$ cat src/krsa_pkg.sv
// ----------------------------------------------------------------------------
// krsa_pkg
// types and constants of the keyed running statistics block
// ----------------------------------------------------------------------------
package krsa_pkg;

    localparam int CPU_BITS       = 7;
    localparam int RSS_BITS       = 32;
    localparam int COUNT_BITS     = 16;
    localparam int SIGMA_BITS     = 8;
    localparam int MEAN_OUT_BITS  = 15;
    localparam int MAX_KEY_BITS   = 64;
    localparam int CFG_INDEX_BITS = 2;
    localparam int CFG_DATA_BITS  = 16;

    localparam logic [CPU_BITS-1:0]   CPU_MAX           = 7'd100;
    localparam logic [COUNT_BITS-1:0] COUNT_MAX         = 16'hFFFF;
    localparam logic [SIGMA_BITS-1:0] SIGMA_RESET       = 8'd48;
    localparam logic [COUNT_BITS-1:0] MIN_SAMPLES_RESET = 16'd5;

    localparam logic [CFG_INDEX_BITS-1:0] REG_SIGMA       = 2'd0;
    localparam logic [CFG_INDEX_BITS-1:0] REG_MIN_SAMPLES = 2'd1;

    typedef struct packed {
        logic [MAX_KEY_BITS-1:0] key;
        logic [CPU_BITS-1:0]     cpu;
        logic [RSS_BITS-1:0]     rss;
        logic                    upd;
    } item_t;

    typedef struct packed {
        logic  valid;
        item_t item;
    } queue_head_t;

    typedef struct packed {
        logic [SIGMA_BITS-1:0] sigma;
        logic [COUNT_BITS-1:0] min_samples;
    } cfg_t;

    typedef enum logic [1:0] {
        OP_MUL,
        OP_DIV,
        OP_SQRT
    } arith_op_t;

    typedef struct packed {
        logic      start;
        arith_op_t op;
    } arith_ctrl_t;

    typedef enum logic [3:0] {
        BS_IDLE,
        BS_KRD,
        BS_KCMP,
        BS_DECIDE,
        BS_RRD,
        BS_RLOAD,
        BS_OP,
        BS_WAIT,
        BS_WRITE,
        BS_CHECK
    } back_state_t;

    typedef enum logic [2:0] {
        STEP_DIVQ,
        STEP_MULP,
        STEP_MULS,
        STEP_MULN,
        STEP_DIVV,
        STEP_SQRT
    } step_t;

    typedef struct packed {
        logic                     found;
        logic                     full;
        logic                     cpu_anom;
        logic                     rss_anom;
        logic [MEAN_OUT_BITS-1:0] mean_cpu;
        logic [COUNT_BITS-1:0]    count;
        logic [CPU_BITS-1:0]      peak_cpu;
        logic [RSS_BITS-1:0]      peak_rss;
    } result_t;

endpackage

$ cat src/krsa_arith.sv
// ----------------------------------------------------------------------------
// krsa_arith
// shared serial unit: shift-add multiply, restoring divide, digit-by-digit
// square root, one bit (or one root digit) per cycle
// ----------------------------------------------------------------------------
module krsa_arith import krsa_pkg::*; #(
    parameter int W  = 40,
    parameter int AW = 2 * W + COUNT_BITS
) (
    input  logic          clk,
    input  logic          rst_n,
    input  arith_ctrl_t   ctrl,
    input  logic [AW-1:0] opa,
    input  logic [W-1:0]  opb,
    output logic [AW-1:0] result,
    output logic          done
);

    localparam int CW = $clog2(AW + 1);

    logic          busy_reg, busy_next;
    logic          done_reg, done_next;
    arith_op_t     op_reg, op_next;
    logic [CW-1:0] cnt_reg, cnt_next;
    logic [AW-1:0] acc_reg, acc_next;
    logic [AW-1:0] a_reg, a_next;
    logic [W-1:0]  b_reg, b_next;
    logic [W+1:0]  rem_reg, rem_next;
    logic [W-1:0]  root_reg, root_next;

    logic [COUNT_BITS:0] div_num;
    logic [COUNT_BITS:0] div_d;
    logic [W+1:0]        sq_num;
    logic [W+1:0]        sq_trial;

    always_comb
    begin
        div_num  = {rem_reg[COUNT_BITS-1:0], acc_reg[AW-1]};
        div_d    = {1'b0, b_reg[COUNT_BITS-1:0]};
        sq_num   = {rem_reg[W-1:0], acc_reg[AW-1:AW-2]};
        sq_trial = {root_reg, 2'b01};
    end

    always_comb
    begin
        busy_next = busy_reg;
        done_next = 1'b0;
        op_next   = op_reg;
        cnt_next  = cnt_reg;
        acc_next  = acc_reg;
        a_next    = a_reg;
        b_next    = b_reg;
        rem_next  = rem_reg;
        root_next = root_reg;
        if (ctrl.start)
        begin
            busy_next = 1'b1;
            op_next   = ctrl.op;
            a_next    = opa;
            b_next    = opb;
            rem_next  = '0;
            root_next = '0;
            unique case (ctrl.op)
                OP_MUL:
                begin
                    cnt_next = CW'(W);
                    acc_next = '0;
                end
                OP_DIV:
                begin
                    cnt_next = CW'(AW);
                    acc_next = opa;
                end
                default:
                begin
                    // radicand sits in the low 2W bits, align it to the top
                    cnt_next = CW'(W);
                    acc_next = opa << (AW - 2 * W);
                end
            endcase
        end
        else if (busy_reg)
        begin
            cnt_next = cnt_reg - CW'(1);
            if (cnt_reg == CW'(1))
            begin
                busy_next = 1'b0;
                done_next = 1'b1;
            end
            unique case (op_reg)
                OP_MUL:
                begin
                    acc_next = (acc_reg << 1) + (b_reg[W-1] ? a_reg : '0);
                    b_next   = b_reg << 1;
                end
                OP_DIV:
                begin
                    if (div_num >= div_d)
                    begin
                        rem_next = (W+2)'(div_num - div_d);
                        acc_next = {acc_reg[AW-2:0], 1'b1};
                    end
                    else
                    begin
                        rem_next = (W+2)'(div_num);
                        acc_next = {acc_reg[AW-2:0], 1'b0};
                    end
                end
                default:
                begin
                    acc_next = acc_reg << 2;
                    if (sq_num >= sq_trial)
                    begin
                        rem_next  = sq_num - sq_trial;
                        root_next = {root_reg[W-2:0], 1'b1};
                    end
                    else
                    begin
                        rem_next  = sq_num;
                        root_next = {root_reg[W-2:0], 1'b0};
                    end
                end
            endcase
        end
    end

    always_ff @(posedge clk or negedge rst_n)
    begin
        if (!rst_n)
        begin
            busy_reg <= 1'b0;
            done_reg <= 1'b0;
            op_reg   <= OP_MUL;
            cnt_reg  <= '0;
        end
        else
        begin
            busy_reg <= busy_next;
            done_reg <= done_next;
            op_reg   <= op_next;
            cnt_reg  <= cnt_next;
        end
    end

    always_ff @(posedge clk)
    begin
        acc_reg  <= acc_next;
        a_reg    <= a_next;
        b_reg    <= b_next;
        rem_reg  <= rem_next;
        root_reg <= root_next;
    end

    assign result = (op_reg == OP_SQRT) ? AW'(root_reg) : acc_reg;
    assign done   = done_reg;

endmodule

$ cat config.mk
export PLATFORM = sky130hd
export DESIGN_NAME = krsa_arith
export DESIGN_NICKNAME = d
export VERILOG_FILES = /design/src/krsa_pkg.sv /design/src/krsa_arith.sv
export SDC_FILE = /design/constraint.sdc
export NUM_CORES = 1
export LEC_CHECK = 0
export ABC_AREA = 1
export BUFFER_PORTS_ARGS = -buffer_cell sky130_fd_sc_hd__buf_2
export CORE_MARGIN = 4
export CORE_UTILIZATION = 50
export DETAILED_ROUTE_END_ITERATION = 8
export PLACE_DENSITY = 0.65
export SYNTH_ARGS = -nofsm -noshare
export SYNTH_HDL_FRONTEND = slang
export SYNTH_SLANG_ARGS = --single-unit
$ cat constraint.sdc
create_clock -name clk -period 7.1 [get_ports clk]
set_clock_uncertainty 0.2 [all_clocks]
set_input_delay 2.13 -clock clk [delete_from_list [all_inputs] [get_ports clk]]
set_output_delay 2.13 -clock clk [all_outputs]
set_load 0.01 [all_outputs]
==> metrics.txt, run 1 <==
maximum vdd ir drop 0.000405 V; final-stage net count 5,401; outcome finished, final reports clean; Worst-path clk slew 0.06 ns; Cell Chain, Critical Path inv_2 -> nor2_4 -> buf_4 -> nor2_1 -> buf_2; slowest CP cell nor2_4; met3 Resource Use GR 7.52%; 1st-iter DRT viols 3,666; Vias/cell 5.51; Placed Cells 5,835; RSZ-0062 raised after global routing false; number of global-route vias before repair 30,000; dominant synthesized flop cell edfxtp_1; die height 252 um; H-tree level count 2; Leak 18.2 nW; crit share post-route 72.1%; synthesized netlist net count 5,235; filler cell count 6,253; Die ar. 0.0637 mm2; post-synthesis cell type count 51; layout cell share with drive strength beyond 1 7.89%; Fin Setup TNS 0 ns; Fmax 0.195 GHz; Startpoint Class flip-flop; P_sw 5.20 mW; maximum capacitance violations 0; critical path capture point type output pin; Final min period 5.12 ns; initial antenna violation count 14; Ys Warns 0; Mapped Cells 4,938; routed length per instance 20.9 um; critical path class flip-flop to output pin; measured slew at the worst slew-check pin 1.22 ns; WP data arrival 2.79 ns; top post-synthesis cells by area edfxtp_1 (23%), nand2_1 (23%), inv_1 (12%), ha_1 (6.5%), dfxtp_1 (5.4%); post-CTS setup buffer count 0; Slew HR 18.4%; CTS tree done; IO Port Bufs 237; number of nets with antenna violations after routing 0; Cell Area, Synth 0.0298 mm2; initial core utilization 50.6%; GR peak layer met2; Register Area 0.00884 mm2; pwr dens 324 mW/mm2; Overflow after GRT 0; part of the power in combinational logic 54.8%; Final HPWL DP 100 mm; core area 0.0590 mm2; Yosys top cell by area edfxtp_1; commonest non-fill, non-tap cell in the layout nand2_1; synthesis-to-finish area growth 10.8%; Slew Limit Fails 0; Die W 252 um; drt drc 0; Clock Power Share 20.6%; required time of the critical path 4.77 ns; TritonRoute pass-1 iters 5; fin cells 5,910; top cell type's share of synthesized area 23.3%; grt met1 use 50.8%; placer congestion estimate 1.08; number of flops mapped to enable cells by yosys 232; vias 32,600; clock latency on the worst-skew pair 0.59 ns; crit-path max FO 53; GR Util All Layers 37.6%; clock buffer count from CTS 40; post-cts hold buffer count 0; P_int 5.52 mW; largest net degree at the start of global routing 122; first-pass GRT wire length 182 mm; Final Setup Violations 0; asr flop ratio synth 3.41%; CP peak stage delay 0.67 ns; sequential share of power 24.6%; #FFs+latches synth 323; IO Count 238; Avg Inst Size Synth 6.04 um2; highest-count cells in the layout ignoring fill and taps nand2_1 (1,844), inv_1 (988), nor2_1 (386); Hold Crit Class flip-flop to flip-flop; clock sinks 323; Fin. Hold Viols 0; met2 Usage GRT 60.0%; switching share of power 48.6%; register area share after synthesis 29.6%; clock buffer depth 3; post_cts resized 0; wirelength, routed 124 mm; root buffer cell clkbuf_16; Multi-input gate area 0.0167 mm2; Rows 89
==> power by group through the flow <==
| stage | Combinational, mW | Sequential [mW] | Clock (mW) |
|---|---|---|---|
| 6_report | 5.87 | 2.64 | 2.20 |
| 2_1_floorplan | 4.16 | 2.54 | 0 |
| 4_1_cts | 5.75 | 2.63 | 2.22 |
| 5_1_grt | 6.46 | 2.66 | 2.30 |
| 3_5_place_dp | 5.72 | 2.66 | 0 |
| 3_3_place_gp | 5.71 | 2.67 | 0 |
==> per-layer routing <==
metal	vias to the layer above	wire length, um
li1	15800	-
met1	15000	50900
met2	1509	54700
met3	268	12500
met4	12	5500
met5	-	82
==> layout make-up <==
cell class / instances / share of cell area (%)
timing repair buffer: 259 / 4.15
multi-input combinational: 3483 / 50.6
clock buffer: 44 / 3.13
antenna: 4 / 0.0303
clock inverter: 27 / 1.06
inverter: 997 / 11.4
sequential: 323 / 26.8
tap: 773 / 2.93
==> cell families (layout without fill, tap and decap cells) <==
group,Yosys count,after routing,synth area share (%)
AOI/OAI and AO/OA,628,628,12.2
xor gates and xnor gates,33,33,0.969
adders and majority gates,156,156,6.59
buffers and inverters,1132,1327,14.5
DFF,323,323,29.6
other,0,4,0
and+or+nand+nor,2666,2666,36.1
==> synthesized netlist by cell type (5+ instances only) <==
master	count
a21o_1	7
a21oi_1	213
a21oi_2	21
a22o_1	13
a22oi_1	54
and2_1	10
buf_1	18
buf_2	7
buf_6	5
clkbuf_1	100
dfrtp_1	11
dfxtp_1	80
edfxtp_1	232
ha_1	154
inv_1	991
nand2_1	1845
nand2_2	7
nand3_1	304
nand3b_1	20
nand4_1	32
nor2_1	391
nor2_2	5
nor3_1	15
nor4_1	6
o211ai_1	7
o21ai_0	212
o21bai_1	9
o221ai_1	23
o22ai_1	55
or2_2	19
xnor2_1	14
xor2_1	19
==> path summary, 6_finish.rpt <==
check | cells after the start | start | to | slack [ns]
max | 5 | op_reg[1]$_DFFE_PN0P_ | result[61] | 1.98
min | 1 | cnt_reg[2]$_DFFE_PN0P_ | cnt_reg[2]$_DFFE_PN0P_ | 0.30
max reg2reg | 15 | b_reg[39]$_DFFE_PP_ | acc_reg[87]$_DFFE_PP_ | 2.89
min reg2reg | 1 | cnt_reg[2]$_DFFE_PN0P_ | cnt_reg[2]$_DFFE_PN0P_ | 0.30
max in group asynchronous | 1 | rst_n | cnt_reg[4]$_DFFE_PN0P_ | 5.18
min in group asynchronous | 1 | rst_n | op_reg[0]$_DFFE_PN0P_ | 1.25
==> metrics by stage <==
step           util [%]  power [mW]  hold slack, ns  area [um2]  setup WS, ns
3_5_place_dp       53.6        8.39           0.285       31700          2.24
4_1_cts            56.0        10.6           0.295       33000          2.00
3_3_place_gp       53.6        8.37           0.284       31700          2.29
2_1_floorplan         -        6.70           0.248       29800          1.89
5_1_grt            56.0        11.4           0.310       33000          1.80
6_report           56.0        10.7           0.298       33100          1.98
==> critical path, delay by kind of cell (launching register included) <==
kind	cells	cell delay, ns
buffers and inverters	3	1.01
DFF	1	0.36
and+or+nand+nor	2	0.77
Power figures use the tool's default switching activity.
==> inputs of run 2 (changes only) <==
Clock period 7.1 ns to 5.2 ns, I/O delays scaled along.
==> metrics.txt, run 2 (synthesis results as in run 1) <==
drt drc 0 (unchanged); slowest CP cell nor2_4 (unchanged); required time of the critical path 3.44 ns (was 4.77 ns); synthesis-to-finish area growth 10.8% (about the same); IO Count 238 (unchanged); Slew Limit Fails 0 (unchanged); Final HPWL DP 102 mm (was 100 mm); Cell Chain, Critical Path nor2_4 -> buf_12 -> buf_4 -> nor2_1 -> buf_2 (was inv_2 -> nor2_4 -> buf_4 -> nor2_1 -> buf_2); outcome finished, final reports clean (unchanged); wirelength, routed 125 mm (was 124 mm); core area 0.0590 mm2 (unchanged); clock buffer count from CTS 39 (was 40); Fin Setup TNS 0 ns (unchanged); Worst-path clk slew 0.06 ns (about the same); number of global-route vias before repair 29,600 (was 30,000); critical path capture point type output pin (unchanged); 1st-iter DRT viols 3,666 (unchanged); Final min period 4.30 ns; measured slew at the worst slew-check pin 1.02 ns (was 1.22 ns); worst setup margin 0.902 ns (was 1.98 ns); Final Core Density 56.0% (about the same); first-pass GRT wire length 182 mm (about the same); H-tree level count 2 (unchanged); CTS tree done (unchanged); Slew HR 32.1% (was 18.4%); Overflow after GRT 0 (unchanged); WP data arrival 2.54 ns (was 2.79 ns); post-cts hold buffer count 0 (unchanged); DP Area 0.0318 mm2 (was 0.0317 mm2); Leak 18.2 nW (about the same); TritonRoute pass-1 iters 6 (was 5); final-stage net count 5,414 (was 5,401); crit-path max FO 68 (was 53); maximum capacitance violations 0 (unchanged); fin cells 5,923 (was 5,910); number of nets with antenna violations after routing 0 (unchanged); clock latency on the worst-skew pair 0.59 ns (about the same); Post-Place Setup Slack 1.32 ns (was 2.24 ns); R2R setup slack 1.26 ns (was 2.89 ns); Final Setup Violations 0 (unchanged); Die ar. 0.0637 mm2 (unchanged); Final Instance Area 0.0331 mm2 (about the same); GR Util All Layers 37.9% (was 37.6%); clock buffer depth 3 (unchanged); placer congestion estimate 1.04 (was 1.08); Fmax 0.233 GHz; clock sinks 323 (unchanged); routed length per instance 21.1 um (was 20.9 um); Hold Crit Class flip-flop to flip-flop (unchanged); post_cts resized 0 (unchanged); root buffer cell clkbuf_16 (unchanged); Die W 252 um (unchanged); Power Total 14.4 mW (was 10.7 mW); RSZ-0062 raised after global routing false (unchanged); Rows 89 (unchanged); die height 252 um (unchanged); vias 32,600 (about the same); CP peak stage delay 0.47 ns (was 0.67 ns); Hold WS 0.294 ns (was 0.298 ns); Vias/cell 5.50 (was 5.51); Placed Cells 5,849 (was 5,835); Fin. Hold Viols 0 (unchanged); critical path class flip-flop to output pin (unchanged); IO Port Bufs 237 (unchanged); maximum vdd ir drop 0.000716 V (was 0.000405 V); highest-count cells in the layout ignoring fill and taps nand2_1 (1,844), inv_1 (988), nor2_1 (386) (unchanged); pwr dens 436 mW/mm2 (was 324 mW/mm2); largest net degree at the start of global routing 100 (was 122); crit share post-route 82.7%; Startpoint Class flip-flop (unchanged); initial antenna violation count 7 (was 14); initial core utilization 50.6% (unchanged); commonest non-fill, non-tap cell in the layout nand2_1 (unchanged); layout cell share with drive strength beyond 1 7.89% (about the same); post-CTS setup buffer count 0 (unchanged)
run 2: changes by cell type in the layout (fill, tap and decap cells not counted), sizes merged:
| cell | change |
|---|---|
| buf | +14 |
| bufinv | -4 |
| clkbuf | +14 |
| clkinv | -6 |
| clkinvlp | +1 |
| diode | -1 |
| inv | -5 |
run 2: report_power, final:
group / switching (mW) / internal [mW] / total [mW]
logic: 5.51 / 2.56 / 8.07
clock network: 1.19 / 1.57 / 2.76
registers: 0.366 / 3.23 / 3.59
total: 7.07 / 7.35 / 14.4
run 2: final timing paths:
check                                       start  cells after the start                endpoint
min in group asynchronous                   rst_n                      1   op_reg[1]$_DFFE_PN0P_
max                         op_reg[0]$_DFFE_PN0P_                      5              result[77]
max reg2reg                   b_reg[39]$_DFFE_PP_                     18   acc_reg[75]$_DFFE_PP_
min                        cnt_reg[5]$_DFFE_PN0P_                      1  cnt_reg[5]$_DFFE_PN0P_
min reg2reg                cnt_reg[5]$_DFFE_PN0P_                      1  cnt_reg[5]$_DFFE_PN0P_
max in group asynchronous                   rst_n                      1  cnt_reg[5]$_DFFE_PN0P_
run 2: area by class of cell:
type / count / area [um2]
clock buffer: 58 / 1090
sequential: 323 / 8840
antenna: 3 / 7.51
tap: 773 / 967
timing repair buffer: 273 / 1530
inverter: 997 / 3750
multi-input combinational: 3483 / 16700
clock inverter: 13 / 165
fill: 6224 / 25900
run 2: worst max-delay path: cells and delay by family, from the launching register on:
family / cells / cell delay [ns]
flip-flops: 1 / 0.44
AND/OR/NAND/NOR: 2 / 0.55
buffers and inverters: 3 / 0.89
run 2: metal layers:
| metal | track usage, % | wire length (um) | vias to the layer above |
|---|---|---|---|
| met5 | 0 | 34 | - |
| met4 | 13.6 | 5240 | 6 |
| met3 | 6.62 | 13000 | 249 |
| met2 | 59.9 | 55000 | 1570 |
| met1 | 52.3 | 51800 | 14900 |
| li1 | - | - | 15800 |
