--- src/krsa_pkg.sv ---
// ----------------------------------------------------------------------------
// krsa_pkg
// types and constants of the keyed running statistics block
// ----------------------------------------------------------------------------
package krsa_pkg;

    localparam int CPU_BITS       = 7;
    localparam int RSS_BITS       = 32;
    localparam int COUNT_BITS     = 16;
    localparam int SIGMA_BITS     = 8;
    localparam int MEAN_OUT_BITS  = 15;
    localparam int MAX_KEY_BITS   = 64;
    localparam int CFG_INDEX_BITS = 2;
    localparam int CFG_DATA_BITS  = 16;

    localparam logic [CPU_BITS-1:0]   CPU_MAX           = 7'd100;
    localparam logic [COUNT_BITS-1:0] COUNT_MAX         = 16'hFFFF;
    localparam logic [SIGMA_BITS-1:0] SIGMA_RESET       = 8'd48;
    localparam logic [COUNT_BITS-1:0] MIN_SAMPLES_RESET = 16'd5;

    localparam logic [CFG_INDEX_BITS-1:0] REG_SIGMA       = 2'd0;
    localparam logic [CFG_INDEX_BITS-1:0] REG_MIN_SAMPLES = 2'd1;

    typedef struct packed {
        logic [MAX_KEY_BITS-1:0] key;
        logic [CPU_BITS-1:0]     cpu;
        logic [RSS_BITS-1:0]     rss;
        logic                    upd;
    } item_t;

    typedef struct packed {
        logic  valid;
        item_t item;
    } queue_head_t;

    typedef struct packed {
        logic [SIGMA_BITS-1:0] sigma;
        logic [COUNT_BITS-1:0] min_samples;
    } cfg_t;

    typedef enum logic [1:0] {
        OP_MUL,
        OP_DIV,
        OP_SQRT
    } arith_op_t;

    typedef struct packed {
        logic      start;
        arith_op_t op;
    } arith_ctrl_t;

    typedef enum logic [3:0] {
        BS_IDLE,
        BS_KRD,
        BS_KCMP,
        BS_DECIDE,
        BS_RRD,
        BS_RLOAD,
        BS_OP,
        BS_WAIT,
        BS_WRITE,
        BS_CHECK
    } back_state_t;

    typedef enum logic [2:0] {
        STEP_DIVQ,
        STEP_MULP,
        STEP_MULS,
        STEP_MULN,
        STEP_DIVV,
        STEP_SQRT
    } step_t;

    typedef struct packed {
        logic                     found;
        logic                     full;
        logic                     cpu_anom;
        logic                     rss_anom;
        logic [MEAN_OUT_BITS-1:0] mean_cpu;
        logic [COUNT_BITS-1:0]    count;
        logic [CPU_BITS-1:0]      peak_cpu;
        logic [RSS_BITS-1:0]      peak_rss;
    } result_t;

endpackage

--- src/krsa_front.sv ---
// ----------------------------------------------------------------------------
// krsa_front
// command intake: clamps and masks each word and holds it in a two-deep queue
// ----------------------------------------------------------------------------
module krsa_front import krsa_pkg::*; #(
    parameter int KEY_BITS = 64
) (
    input  logic                    clk,
    input  logic                    rst_n,
    input  logic                    start,
    input  logic [MAX_KEY_BITS-1:0] name_key,
    input  logic [CPU_BITS-1:0]     cpu_percent,
    input  logic [RSS_BITS-1:0]     rss_kilobytes,
    input  logic                    update_enable,
    output logic                    busy,
    output queue_head_t             head,
    input  logic                    pop
);

    item_t      q_mem [2];
    logic       wr_ptr_reg, wr_ptr_next;
    logic       rd_ptr_reg, rd_ptr_next;
    logic [1:0] count_reg, count_next;
    logic       push;
    item_t      in_item;

    assign busy = (count_reg == 2'd2);
    assign push = start && !busy;

    always_comb
    begin
        in_item.key = MAX_KEY_BITS'(name_key[KEY_BITS-1:0]);
        in_item.cpu = (cpu_percent > CPU_MAX) ? CPU_MAX : cpu_percent;
        in_item.rss = rss_kilobytes;
        in_item.upd = update_enable;
    end

    always_comb
    begin
        wr_ptr_next = push ? !wr_ptr_reg : wr_ptr_reg;
        rd_ptr_next = pop ? !rd_ptr_reg : rd_ptr_reg;
        count_next  = count_reg + {1'b0, push} - {1'b0, pop};
    end

    always_ff @(posedge clk or negedge rst_n)
    begin
        if (!rst_n)
        begin
            wr_ptr_reg <= 1'b0;
            rd_ptr_reg <= 1'b0;
            count_reg  <= 2'd0;
        end
        else
        begin
            wr_ptr_reg <= wr_ptr_next;
            rd_ptr_reg <= rd_ptr_next;
            count_reg  <= count_next;
        end
    end

    always_ff @(posedge clk)
    begin
        if (push)
            q_mem[wr_ptr_reg] <= in_item;
    end

    assign head.valid = (count_reg != 2'd0);
    assign head.item  = q_mem[rd_ptr_reg];

endmodule

--- config.mk ---
export PLATFORM = sky130hd
export DESIGN_NAME = krsa_front
export DESIGN_NICKNAME = d
export VERILOG_FILES = /design/src/krsa_pkg.sv /design/src/krsa_front.sv
export SDC_FILE = /design/constraint.sdc
export NUM_CORES = 1
export LEC_CHECK = 0
export ABC_AREA = 1
export ABC_CLOCK_PERIOD_IN_PS = 6620
export BUFFER_PORTS_ARGS = -buffer_cell sky130_fd_sc_hd__buf_2
export CAP_MARGIN = 30
export CORE_UTILIZATION = 52
export CTS_CLUSTER_SIZE = 30
export DETAILED_ROUTE_END_ITERATION = 8
export HOLD_SLACK_MARGIN = 0.02
export PLACE_DENSITY = 0.79
export SYNTH_ARGS = -nofsm -noshare
export SYNTH_HDL_FRONTEND = slang
export SYNTH_SLANG_ARGS = --single-unit
export TNS_END_PERCENT = 10
--- constraint.sdc ---
create_clock -name clk -period 6.62 [get_ports clk]
set_clock_uncertainty 0.2 [all_clocks]
set_input_delay 1.324 -clock clk [delete_from_list [all_inputs] [get_ports clk]]
set_output_delay 1.324 -clock clk [all_outputs]
set_load 0.005 [all_outputs]
==> key figures, run 1 <==
Layout
  – Commonest non-fill, non-tap cells in the layout: buf_2, edfxtp_1, mux2_2
  – P&R area growth vs syn: 25.0%
  – Commonest non-fill, non-tap cell in the layout: buf_2
  – Share of post-route cells with drive strength above 1: 0.594
  – Final cell count without fillers: 794
  – Largest register FFs: 208
  – Nets: 698

Power
  – Switching part of the total power: 0.256
  – Total power: 4.39 mW
  – Peak supply drop: 0.000485 V
  – Leak pwr: 3.95 nW
  – Seq pwr share: 0.453
  – Clock share of power: 0.284
  – Combinational share of power: 0.263
  – Int Pwr: 3.27 mW
  – Psw: 1.13 mW
  – Pwr/cell area: 438 mW/mm2

Route
  – Via count: 4,017
  – DR pass1 iterations: 4
  – Final WL: 13,700 um
  – Remaining antenna violation count: 0
  – Iteration-0 DRC Markers: 189
  – # DRC: 0
  – Routed vias/inst: 5.06
  – WL/cell: 17.2 um

Synth
  – Post-synthesis compound-gate area fraction: 0.00358
  – Syn Area/Cell: 22.3 um2
  – Net Count, Synth: 470
  – Synth Area in Adders: 0.00312
  – Yosys Warn Count: 0
  – Post-synthesis sequential area ratio: 0.791
  – Synth Register Bits: 212
  – Yosys cell types: 19
  – Mux contribution to synthesized area: 0.169
  – Largest family of logic cells by synthesized area: multiplexers
  – Synth Area in Simple Gates: 0.00561
  – Synthesized area: 0.00803 mm2
  – Xor/xnor share of the synthesized area: 0.00436
  – Syn Inst Count: 360

Flow run
  – MaxCap Viol Count: 0

Global routing
  – Pin count of the biggest net entering global routing: 73
  – Initial antenna violation count: 2
  – All-Layer GR Usage: 0.169
  – Global-route wire length before repair: 20,800 um
  – Global route overflow: 0
  – Number of global-route vias before repair: 4,133

Clock network
  – Num Clock Sinks: 212
  – Clock Latency Late Sink: 0.48 ns
  – CTS Buf Count: 22
  – Clock transition at path regs: 0.06 ns
  – TritonCTS clock tree: done
  – H-Tree Depth: 1
  – Clk root buf: clkbuf_16
  – # hold bufs at CTS: 0
  – Post-CTS Resized: 0
  – Setup bufs post-CTS: 0
  – Clk buf depth: 3

Die
  – I/O pin total: 214
  – Num rows: 45
  – Die height: 126 um
  – Core Footprint: 0.0151 mm2
  – Die X: 126 um
  – Starting density of the core: 0.530
  – Die area: 0.0159 mm2

Setup path
  – CP Class: flip-flop to primary output
  – Worst Path Required: 5.10 ns
  – Critical path launch point: rd_ptr_reg$_DFFE_PN0P_
  – WP depth: 3
  – Crit. End Element: primary output
  – CP max stage cell: dfrtp_4
  – Crit path max fanout: 65
  – R2r worst-path depth: 5
  – Setup crit start kind: flip-flop
  – Reg2reg start: count_reg[1]$_DFF_PN0_
  – CP delay by family, top: flip-flops
  – CP cell instances: buf_4 > mux2_2 > buf_2
  – CP Data Arrival Time: 2.82 ns
  – Bufs and invs on worst path: 2
  – CP peak stage delay: 1.04 ns

STA
  – Fmax: 230 MHz
  – Least-Margin Pin Slew: 0.937 ns
  – Final hold violations: 0
  – Max Transition Viols Final: 0
  – Max transition margin: 0.376
  – Final worst path period need: 4.35 ns
  – Period utilization: 0.657
  – Sum Neg Setup Slack: 0 ns
  – RSZ-0062 raised after global routing: no
  – Final setup vio count: 0

Placement
  – IO Port Bufs: 213
  – Dpl hpwl: 8940 um
  – Gpl congestion: 0.724
  – Placed Cells: 750

Worst hold path
  – HP Class: flip-flop to flip-flop
  – Hold path depth: 1
  – Hold_sp: count_reg[0]$_DFF_PN0_

Outcome
  – Run status: finished clean
==> power by group through the flow <==
stage	logic, mW	clock network (mW)	registers [mW]
floorplan	0.848	0	1.96
global placement	1.13	0	2.00
detailed placement	1.15	0	2.02
CTS	1.16	1.28	2.00
global route	1.25	1.33	2.02
finish	1.16	1.25	1.99
==> layer usage <==
| metal | share of wire | GRT usage | wire [um] | vias up |
|---|---|---|---|---|
| li1 | - | - | - | 1866 |
| met1 | 0.41 | 0.209 | 5660 | 1969 |
| met2 | 0.49 | 0.285 | 6650 | 166 |
| met3 | 0.087 | 0.0603 | 1190 | 16 |
| met4 | 0.013 | 0.0432 | 173 | 0 |
| met5 | 0 | 0 | 0 | - |
==> worst paths after layout <==
path                                          end  slack (ns)
max in group asynchronous  rd_ptr_reg$_DFFE_PN0P_        5.65
setup reg to reg           q_mem[0][60]$_DFFE_PP_        4.65
setup / recovery                          head[0]        2.27
hold reg to reg            count_reg[0]$_DFF_PN0_        0.38
hold / removal             count_reg[0]$_DFF_PN0_        0.38
min in group asynchronous  rd_ptr_reg$_DFFE_PN0P_        0.44
==> synthesized netlist by cell type, drive strengths merged <==
library cell    n  area share
edfxtp        208        0.78
a21oi           4      0.0025
inv             8      0.0037
clkbuf          2     0.00094
nand3           1     0.00062
nand2           3      0.0014
xor2            3      0.0033
nor2            6      0.0028
or2             1     0.00078
o21ai           1      0.0011
mux2          104        0.17
xnor2           1      0.0011
dfrtp           4       0.012
ha              2      0.0031
buf            12       0.019
==> area by class of cell <==
type,instances,area (um2)
clock buffer,25,583
fill,1006,5110
multi-input combinational,126,1510
antenna,2,5.00
timing repair buffer,218,1150
tap,188,235
inverter,8,30.0
clock inverter,15,168
sequential,212,6350
==> worst register-to-register path, stage by stage (launching register included) <==
cell and delay [ns]:
dfrtp_1 0.37, inv_1 0.12, o21ai_2 0.13, nor2_4 0.15
buf_12 0.23, buf_12 0.39
==> cells by family (layout without fill, tap and decap cells) <==
| family | count (synthesis) | count (layout) |
|---|---|---|
| other | 0 | 2 |
| adder cells (fa/ha/maj) | 2 | 2 |
| multiplexers | 104 | 104 |
| AND/OR/NAND/NOR | 11 | 11 |
| buffers and inverters | 22 | 266 |
| AO/OA/AOI/OAI | 5 | 5 |
| XOR/XNOR | 4 | 4 |
| flip-flops | 212 | 212 |
==> metrics by stage <==
| step | hold slack [ns] | setup slack, ns | utilization | cell area, um2 |
|---|---|---|---|---|
| finish | 0.383 | 2.27 | 0.662 | 10000 |
| global route | 0.417 | 2.12 | 0.662 | 10000 |
| CTS | 0.389 | 2.23 | 0.659 | 9990 |
| detailed placement | 0.380 | 2.76 | 0.610 | 9240 |
| global placement | 0.349 | 2.78 | 0.610 | 9240 |
| floorplan | 0.332 | 0.123 | - | 8030 |
Power figures use the tool's default switching activity.
==> run 2: changes to the inputs <==
Settings changed: ABC_CLOCK_PERIOD_IN_PS 6620 to 4050.
Clock period 6.62 ns to 4.05 ns, I/O delays scaled along.
==> run 2 against run 1 <==
Compared with the run above: cell count fell by 0.25%; clock-buffer cell count is 5 higher; setup slack lost 1.5 ns; worst hold slack got worse by 0.073 ns; power increased by 60%; sequential cell count did not move; utilization fell by 0.51 points; cell area down 0.77%; via count is 0.87% higher; global-route usage is 0.85 points higher; critical endpoint is now head[2]; largest power group unchanged.
==> key figures, run 2 (synthesis gave the netlist of run 1 again) <==
Outcome
  – Run status: finished clean (unchanged)

Layout
  – Final cell count without fillers: 792 (was 794)
  – Commonest non-fill, non-tap cells in the layout: buf_2, edfxtp_1, mux2_2 (unchanged)
  – Nets: 700 (was 698)
  – Fillers: 1,013 (was 1,006)
  – Largest register FFs: 208 (unchanged)
  – P&R area growth vs syn: 24.0% (was 25.0%)
  – Ant diodes: 0 (was 2)
  – Share of post-route cells with drive strength above 1: 0.594 (unchanged)
  – Area of the multi-input gates: 0.00151 mm2 (unchanged)
  – FF/Latch Area: 0.00635 mm2 (unchanged)
  – Utilization after layout: 0.657 (was 0.662)
  – Commonest non-fill, non-tap cell in the layout: buf_2 (unchanged)

Route
  – Remaining antenna violation count: 0 (unchanged)
  – DR pass1 iterations: 4 (unchanged)
  – Final WL: 14,200 um (was 13,700 um)
  – WL/cell: 17.9 um (was 17.2 um)
  – Via count: 4,052 (was 4,017)
  – Iteration-0 DRC Markers: 247 (was 189)
  – Routed vias/inst: 5.12 (was 5.06)
  – # DRC: 0 (unchanged)

Power
  – Pwr/cell area: 707 mW/mm2 (was 438 mW/mm2)
  – Total power: 7.04 mW (was 4.39 mW)
  – Peak supply drop: 0.000436 V (was 0.000485 V)
  – Leak pwr: 3.92 nW (was 3.95 nW)

Global routing
  – Pin count of the biggest net entering global routing: 58 (was 73)
  – All-Layer GR Usage: 0.178 (was 0.169)
  – Global route overflow: 0 (unchanged)
  – Number of global-route vias before repair: 4,229 (was 4,133)
  – Initial antenna violation count: 2 (unchanged)
  – Global-route wire length before repair: 21,600 um (was 20,800 um)

Die
  – I/O pin total: 214 (unchanged)
  – Die area: 0.0159 mm2 (unchanged)
  – Starting density of the core: 0.530 (unchanged)
  – Core Footprint: 0.0151 mm2 (unchanged)
  – Die height: 126 um (unchanged)
  – Num rows: 45 (unchanged)
  – Die X: 126 um (unchanged)

Clock network
  – Clk root buf: clkbuf_16 (unchanged)
  – Clock Latency Late Sink: 0.48 ns (about the same)
  – Clk buf depth: 3 (unchanged)
  – H-Tree Depth: 1 (unchanged)
  – TritonCTS clock tree: done (unchanged)
  – Post-CTS Resized: 0 (unchanged)
  – CTS Buf Count: 22 (unchanged)
  – Num Clock Sinks: 212 (unchanged)
  – Clock transition at path regs: 0.06 ns (about the same)

STA
  – Sum Neg Setup Slack: 0 ns (unchanged)
  – Period utilization: 0.798
  – Fmax: 309 MHz
  – Max Transition Viols Final: 0 (unchanged)
  – RSZ-0062 raised after global routing: no (unchanged)
  – Least-Margin Pin Slew: 0.770 ns (was 0.937 ns)
  – WHS: 0.309 ns (was 0.383 ns)
  – Final worst path period need: 3.23 ns
  – Final hold violations: 0 (unchanged)
  – Max transition margin: 0.487 (was 0.376)
  – Final setup vio count: 0 (unchanged)

Setup path
  – CP Data Arrival Time: 2.22 ns (was 2.82 ns)
  – CP peak stage delay: 0.72 ns (was 1.04 ns)
  – Reg2reg start: count_reg[1]$_DFF_PN0_ (unchanged)
  – Setup crit start kind: flip-flop (unchanged)
  – CP Class: flip-flop to primary output (unchanged)
  – Critical path launch point: rd_ptr_reg$_DFFE_PN0P_ (unchanged)
  – CP max stage cell: dfrtp_4 (unchanged)
  – Bufs and invs on worst path: 2 (unchanged)
  – Worst Path Required: 3.04 ns (was 5.10 ns)
  – Crit. End Element: primary output (unchanged)
  – CP cell instances: buf_4 > mux2_2 > buf_2 (unchanged)
  – CP delay by family, top: flip-flops (unchanged)
  – Crit path max fanout: 32 (was 65)

Placement
  – Placed Cells: 753 (was 750)
  – IO Port Bufs: 213 (unchanged)
  – Gpl congestion: 0.749 (was 0.724)
  – Dpl hpwl: 9320 um (was 8940 um)

Flow run
  – MaxCap Viol Count: 0 (unchanged)

Worst hold path
  – Hold_sp: rss_kilobytes[22] (was count_reg[0]$_DFF_PN0_)
  – HP Class: input pin to flip-flop (was flip-flop to flip-flop)
## run 2: metrics by stage
step	cell area [um2]	setup slack [ns]
floorplan	8030	-0.182
global placement	9250	1.35
detailed placement	9250	1.32
CTS	9950	0.787
global route	9950	0.720
finish	9950	0.818
## run 2: layout make-up
type                            instances  area share
Sequential cell                       212       0.638
Multi-Input combinational cell        126       0.151
Timing Repair Buffer                  220       0.114
Clock buffer                           30      0.0635
Tap cell                              188      0.0236
Clock inverter                          8     0.00666
Inverter                                8     0.00302
## run 2: per-layer routing
metal	track usage	vias to the layer above	share of wire
met1	0.205	1980	0.39
met3	0.0578	34	0.084
met2	0.312	165	0.51
met5	0	-	0.0015
li1	-	1869	-
met4	0.0602	4	0.020
## run 2: worst paths after layout
kind / to / slack (ns) / cells after the start
max in group asynchronous: rd_ptr_reg$_DFFE_PN0P_ / 3.04 / 2
worst max register to register: q_mem[0][47]$_DFFE_PP_ / 2.10 / 4
min in group asynchronous: count_reg[0]$_DFF_PN0_ / 0.47 / 2
worst min register to register: count_reg[0]$_DFF_PN0_ / 0.39 / 1
worst min-delay path: q_mem[0][23]$_DFFE_PP_ / 0.31 / 1
worst max-delay path: head[2] / 0.82 / 3
## run 2: what timing repair did
item                                   CTS  global route
hold buffers                             1             0
setup buffers                            0             0
endpoints found under the hold margin    4             0
## run 2: worst reg2reg max path, cell delays in order (launching register included)
cell and delay (ns):
dfrtp_1 0.38, inv_1 0.11, o21ai_2 0.13, nor2_4 0.11, buf_4 0.61
## run 2: where the power goes
group	internal [mW]	leakage (nW)	switching, mW
combinational	1.03	1.60	0.904
clock	1.15	0.337	0.757
sequential	3.01	1.98	0.190
total	5.19	3.92	1.85
==> run 3: changes to the inputs <==
Settings changed: ABC_CLOCK_PERIOD_IN_PS 4050 to 2900, CORE_UTILIZATION 52 to 47, PLACE_DENSITY 0.79 to 0.75.
Clock period 4.05 ns to 2.9 ns, I/O delays scaled along.
==> run 3 against run 2 <==
Compared with the run above: die area up 10%; sequential share of layout area down 0.49 points; first-iteration DRC count decreased by 5.3%; critical path depth unchanged; power is 41% higher; routed wire length down 0.27%; register-to-register slack lost 1.1 ns; sequential cell count unchanged; via count grew 0.74%; critical endpoint unchanged; largest power group unchanged.
==> key figures, run 3 (synthesis gave the netlist of run 1 again) <==
Worst hold path
  – HP Class: input pin to flip-flop (unchanged)
  – Hold_sp: name_key[54] (was rss_kilobytes[22])

STA
  – RSZ-0062 raised after global routing: no (unchanged)
  – Period utilization: 0.889
  – Final setup vio count: 0 (unchanged)
  – Final worst path period need: 2.58 ns
  – Least-Margin Pin Slew: 0.595 ns (was 0.770 ns)
  – Max transition margin: 0.603 (was 0.487)
  – Sum Neg Setup Slack: 0 ns (unchanged)
  – Fmax: 388 MHz
  – Max Transition Viols Final: 0 (unchanged)
  – Final hold violations: 0 (unchanged)

Placement
  – Dpl hpwl: 9200 um (was 9320 um)
  – IO Port Bufs: 213 (unchanged)
  – Post-placement cell area: 0.00932 mm2 (was 0.00925 mm2)
  – Gpl congestion: 0.759 (was 0.749)

Die
  – Core Footprint: 0.0166 mm2 (was 0.0151 mm2)
  – Num rows: 47 (was 45)
  – Die area: 0.0176 mm2 (was 0.0159 mm2)
  – Starting density of the core: 0.482 (was 0.530)
  – Die X: 133 um (was 126 um)
  – Die height: 133 um (was 126 um)
  – I/O pin total: 214 (unchanged)

Layout
  – P&R area growth vs syn: 25.0% (was 24.0%)
  – Fillers: 1,228 (was 1,013)
  – FF/Latch Area: 0.00635 mm2 (unchanged)
  – Commonest non-fill, non-tap cell in the layout: buf_2 (unchanged)
  – Commonest non-fill, non-tap cells in the layout: buf_2, edfxtp_1, mux2_2 (unchanged)
  – Nets: 699 (was 700)
  – Final design area excluding fillers: 0.0100 mm2 (was 0.00995 mm2)
  – Ant diodes: 0 (unchanged)
  – Share of post-route cells with drive strength above 1: 0.592 (was 0.594)
  – Largest register FFs: 208 (unchanged)
  – Area of the multi-input gates: 0.00151 mm2 (unchanged)

Route
  – Final WL: 14,200 um (about the same)
  – DR pass1 iterations: 4 (unchanged)
  – WL met3: 1160 um (was 1190 um)
  – Metal2 WL: 7390 um (was 7190 um)
  – # DRC: 0 (unchanged)
  – Top Layer Used: met4 (was met5)
  – WL/cell: 17.2 um (was 17.9 um)
  – Via count: 4,082 (was 4,052)
  – Remaining antenna violation count: 0 (unchanged)
  – Met1 wire length: 5400 um (was 5530 um)
  – Routed vias/inst: 4.95 (was 5.12)
  – Iteration-0 DRC Markers: 234 (was 247)

Global routing
  – All-Layer GR Usage: 0.158 (was 0.178)
  – Global-route wire length before repair: 21,700 um (was 21,600 um)
  – Initial antenna violation count: 1 (was 2)
  – Global route overflow: 0 (unchanged)
  – Pin count of the biggest net entering global routing: 105 (was 58)
  – Number of global-route vias before repair: 4,337 (was 4,229)

Setup path
  – Worst Path Required: 2.12 ns (was 3.04 ns)
  – Reg2reg start: count_reg[0]$_DFF_PN0_ (was count_reg[1]$_DFF_PN0_)
  – Setup crit start kind: flip-flop (unchanged)
  – Crit path max fanout: 53 (was 32)
  – CP cell instances: buf_12 > mux2_2 > buf_2 (was buf_4 > mux2_2 > buf_2)
  – CP Class: flip-flop to primary output (unchanged)
  – CP max stage cell: dfrtp_4 (unchanged)
  – CP Data Arrival Time: 1.80 ns (was 2.22 ns)
  – Crit. End Element: primary output (unchanged)
  – CP peak stage delay: 0.44 ns (was 0.72 ns)
  – Critical path launch point: rd_ptr_reg$_DFFE_PN0P_ (unchanged)
  – R2r setup slk: 1.01 ns (was 2.10 ns)

Outcome
  – Run status: finished clean (unchanged)

Clock network
  – CTS Buf Count: 22 (unchanged)
  – Num Clock Sinks: 212 (unchanged)
  – Clk buf depth: 3 (unchanged)
  – Clock transition at path regs: 0.06 ns (about the same)
  – Post-CTS Resized: 0 (unchanged)
  – # hold bufs at CTS: 1 (unchanged)
  – Clock Latency Late Sink: 0.48 ns (about the same)
  – H-Tree Depth: 1 (unchanged)
  – Setup bufs post-CTS: 0 (unchanged)
  – TritonCTS clock tree: done (unchanged)
  – Clk root buf: clkbuf_16 (unchanged)

Power
  – Leak pwr: 3.93 nW (was 3.92 nW)
  – Peak supply drop: 0.000591 V (was 0.000436 V)
  – Pwr/cell area: 987 mW/mm2 (was 707 mW/mm2)

Flow run
  – MaxCap Viol Count: 0 (unchanged)
run 3: worst max-delay path: cells and delay by family (launching register included):
| kind | cells | cell delay (ns) |
|---|---|---|
| muxes | 1 | 0.38 |
| buffers and inverters | 2 | 0.45 |
| DFF | 1 | 0.44 |
run 3: cell type report:
class,instances,area share
clock inverter,13,0.0115
inverter,8,0.00299
clock buffer,27,0.0589
timing repair buffer,219,0.116
multi-input combinational,126,0.150
tap,220,0.0274
sequential,212,0.633
run 3: per-layer routing:
metal	vias to the layer above	track usage
li1	1871	-
met1	2026	0.178
met2	161	0.287
met3	24	0.0510
met4	0	0.0466
met5	-	0
run 3: path summary, 6_finish.rpt:
path                                               end  cells after the start
worst min register to register  count_reg[0]$_DFF_PN0_                      1
worst max register to register  count_reg[1]$_DFF_PN0_                      6
min in group asynchronous       count_reg[0]$_DFF_PN0_                      2
worst max-delay path                           head[2]                      3
max in group asynchronous       rd_ptr_reg$_DFFE_PN0P_                      2
worst min-delay path            q_mem[0][94]$_DFFE_PP_                      1
run 3: per-stage QoR:
step / util / hold slack [ns] / instances / power [mW] / setup slack (ns)
after floorplan: - / 0.0844 / 360 / 6.36 / -1.10
after global placement: 0.560 / 0.187 / 784 / 7.21 / 0.838
after detailed placement: 0.560 / 0.186 / 784 / 7.32 / 0.816
after CTS: 0.603 / 0.0523 / 825 / 10.1 / 0.292
after global routing: 0.603 / 0.0542 / 825 / 10.4 / 0.243
final: 0.603 / 0.0715 / 825 / 9.91 / 0.321
run 3: where the power goes:
part | internal, mW | switching, mW
sequential | 4.20 | 0.174
combinational | 1.48 | 1.35
clock | 1.62 | 1.08
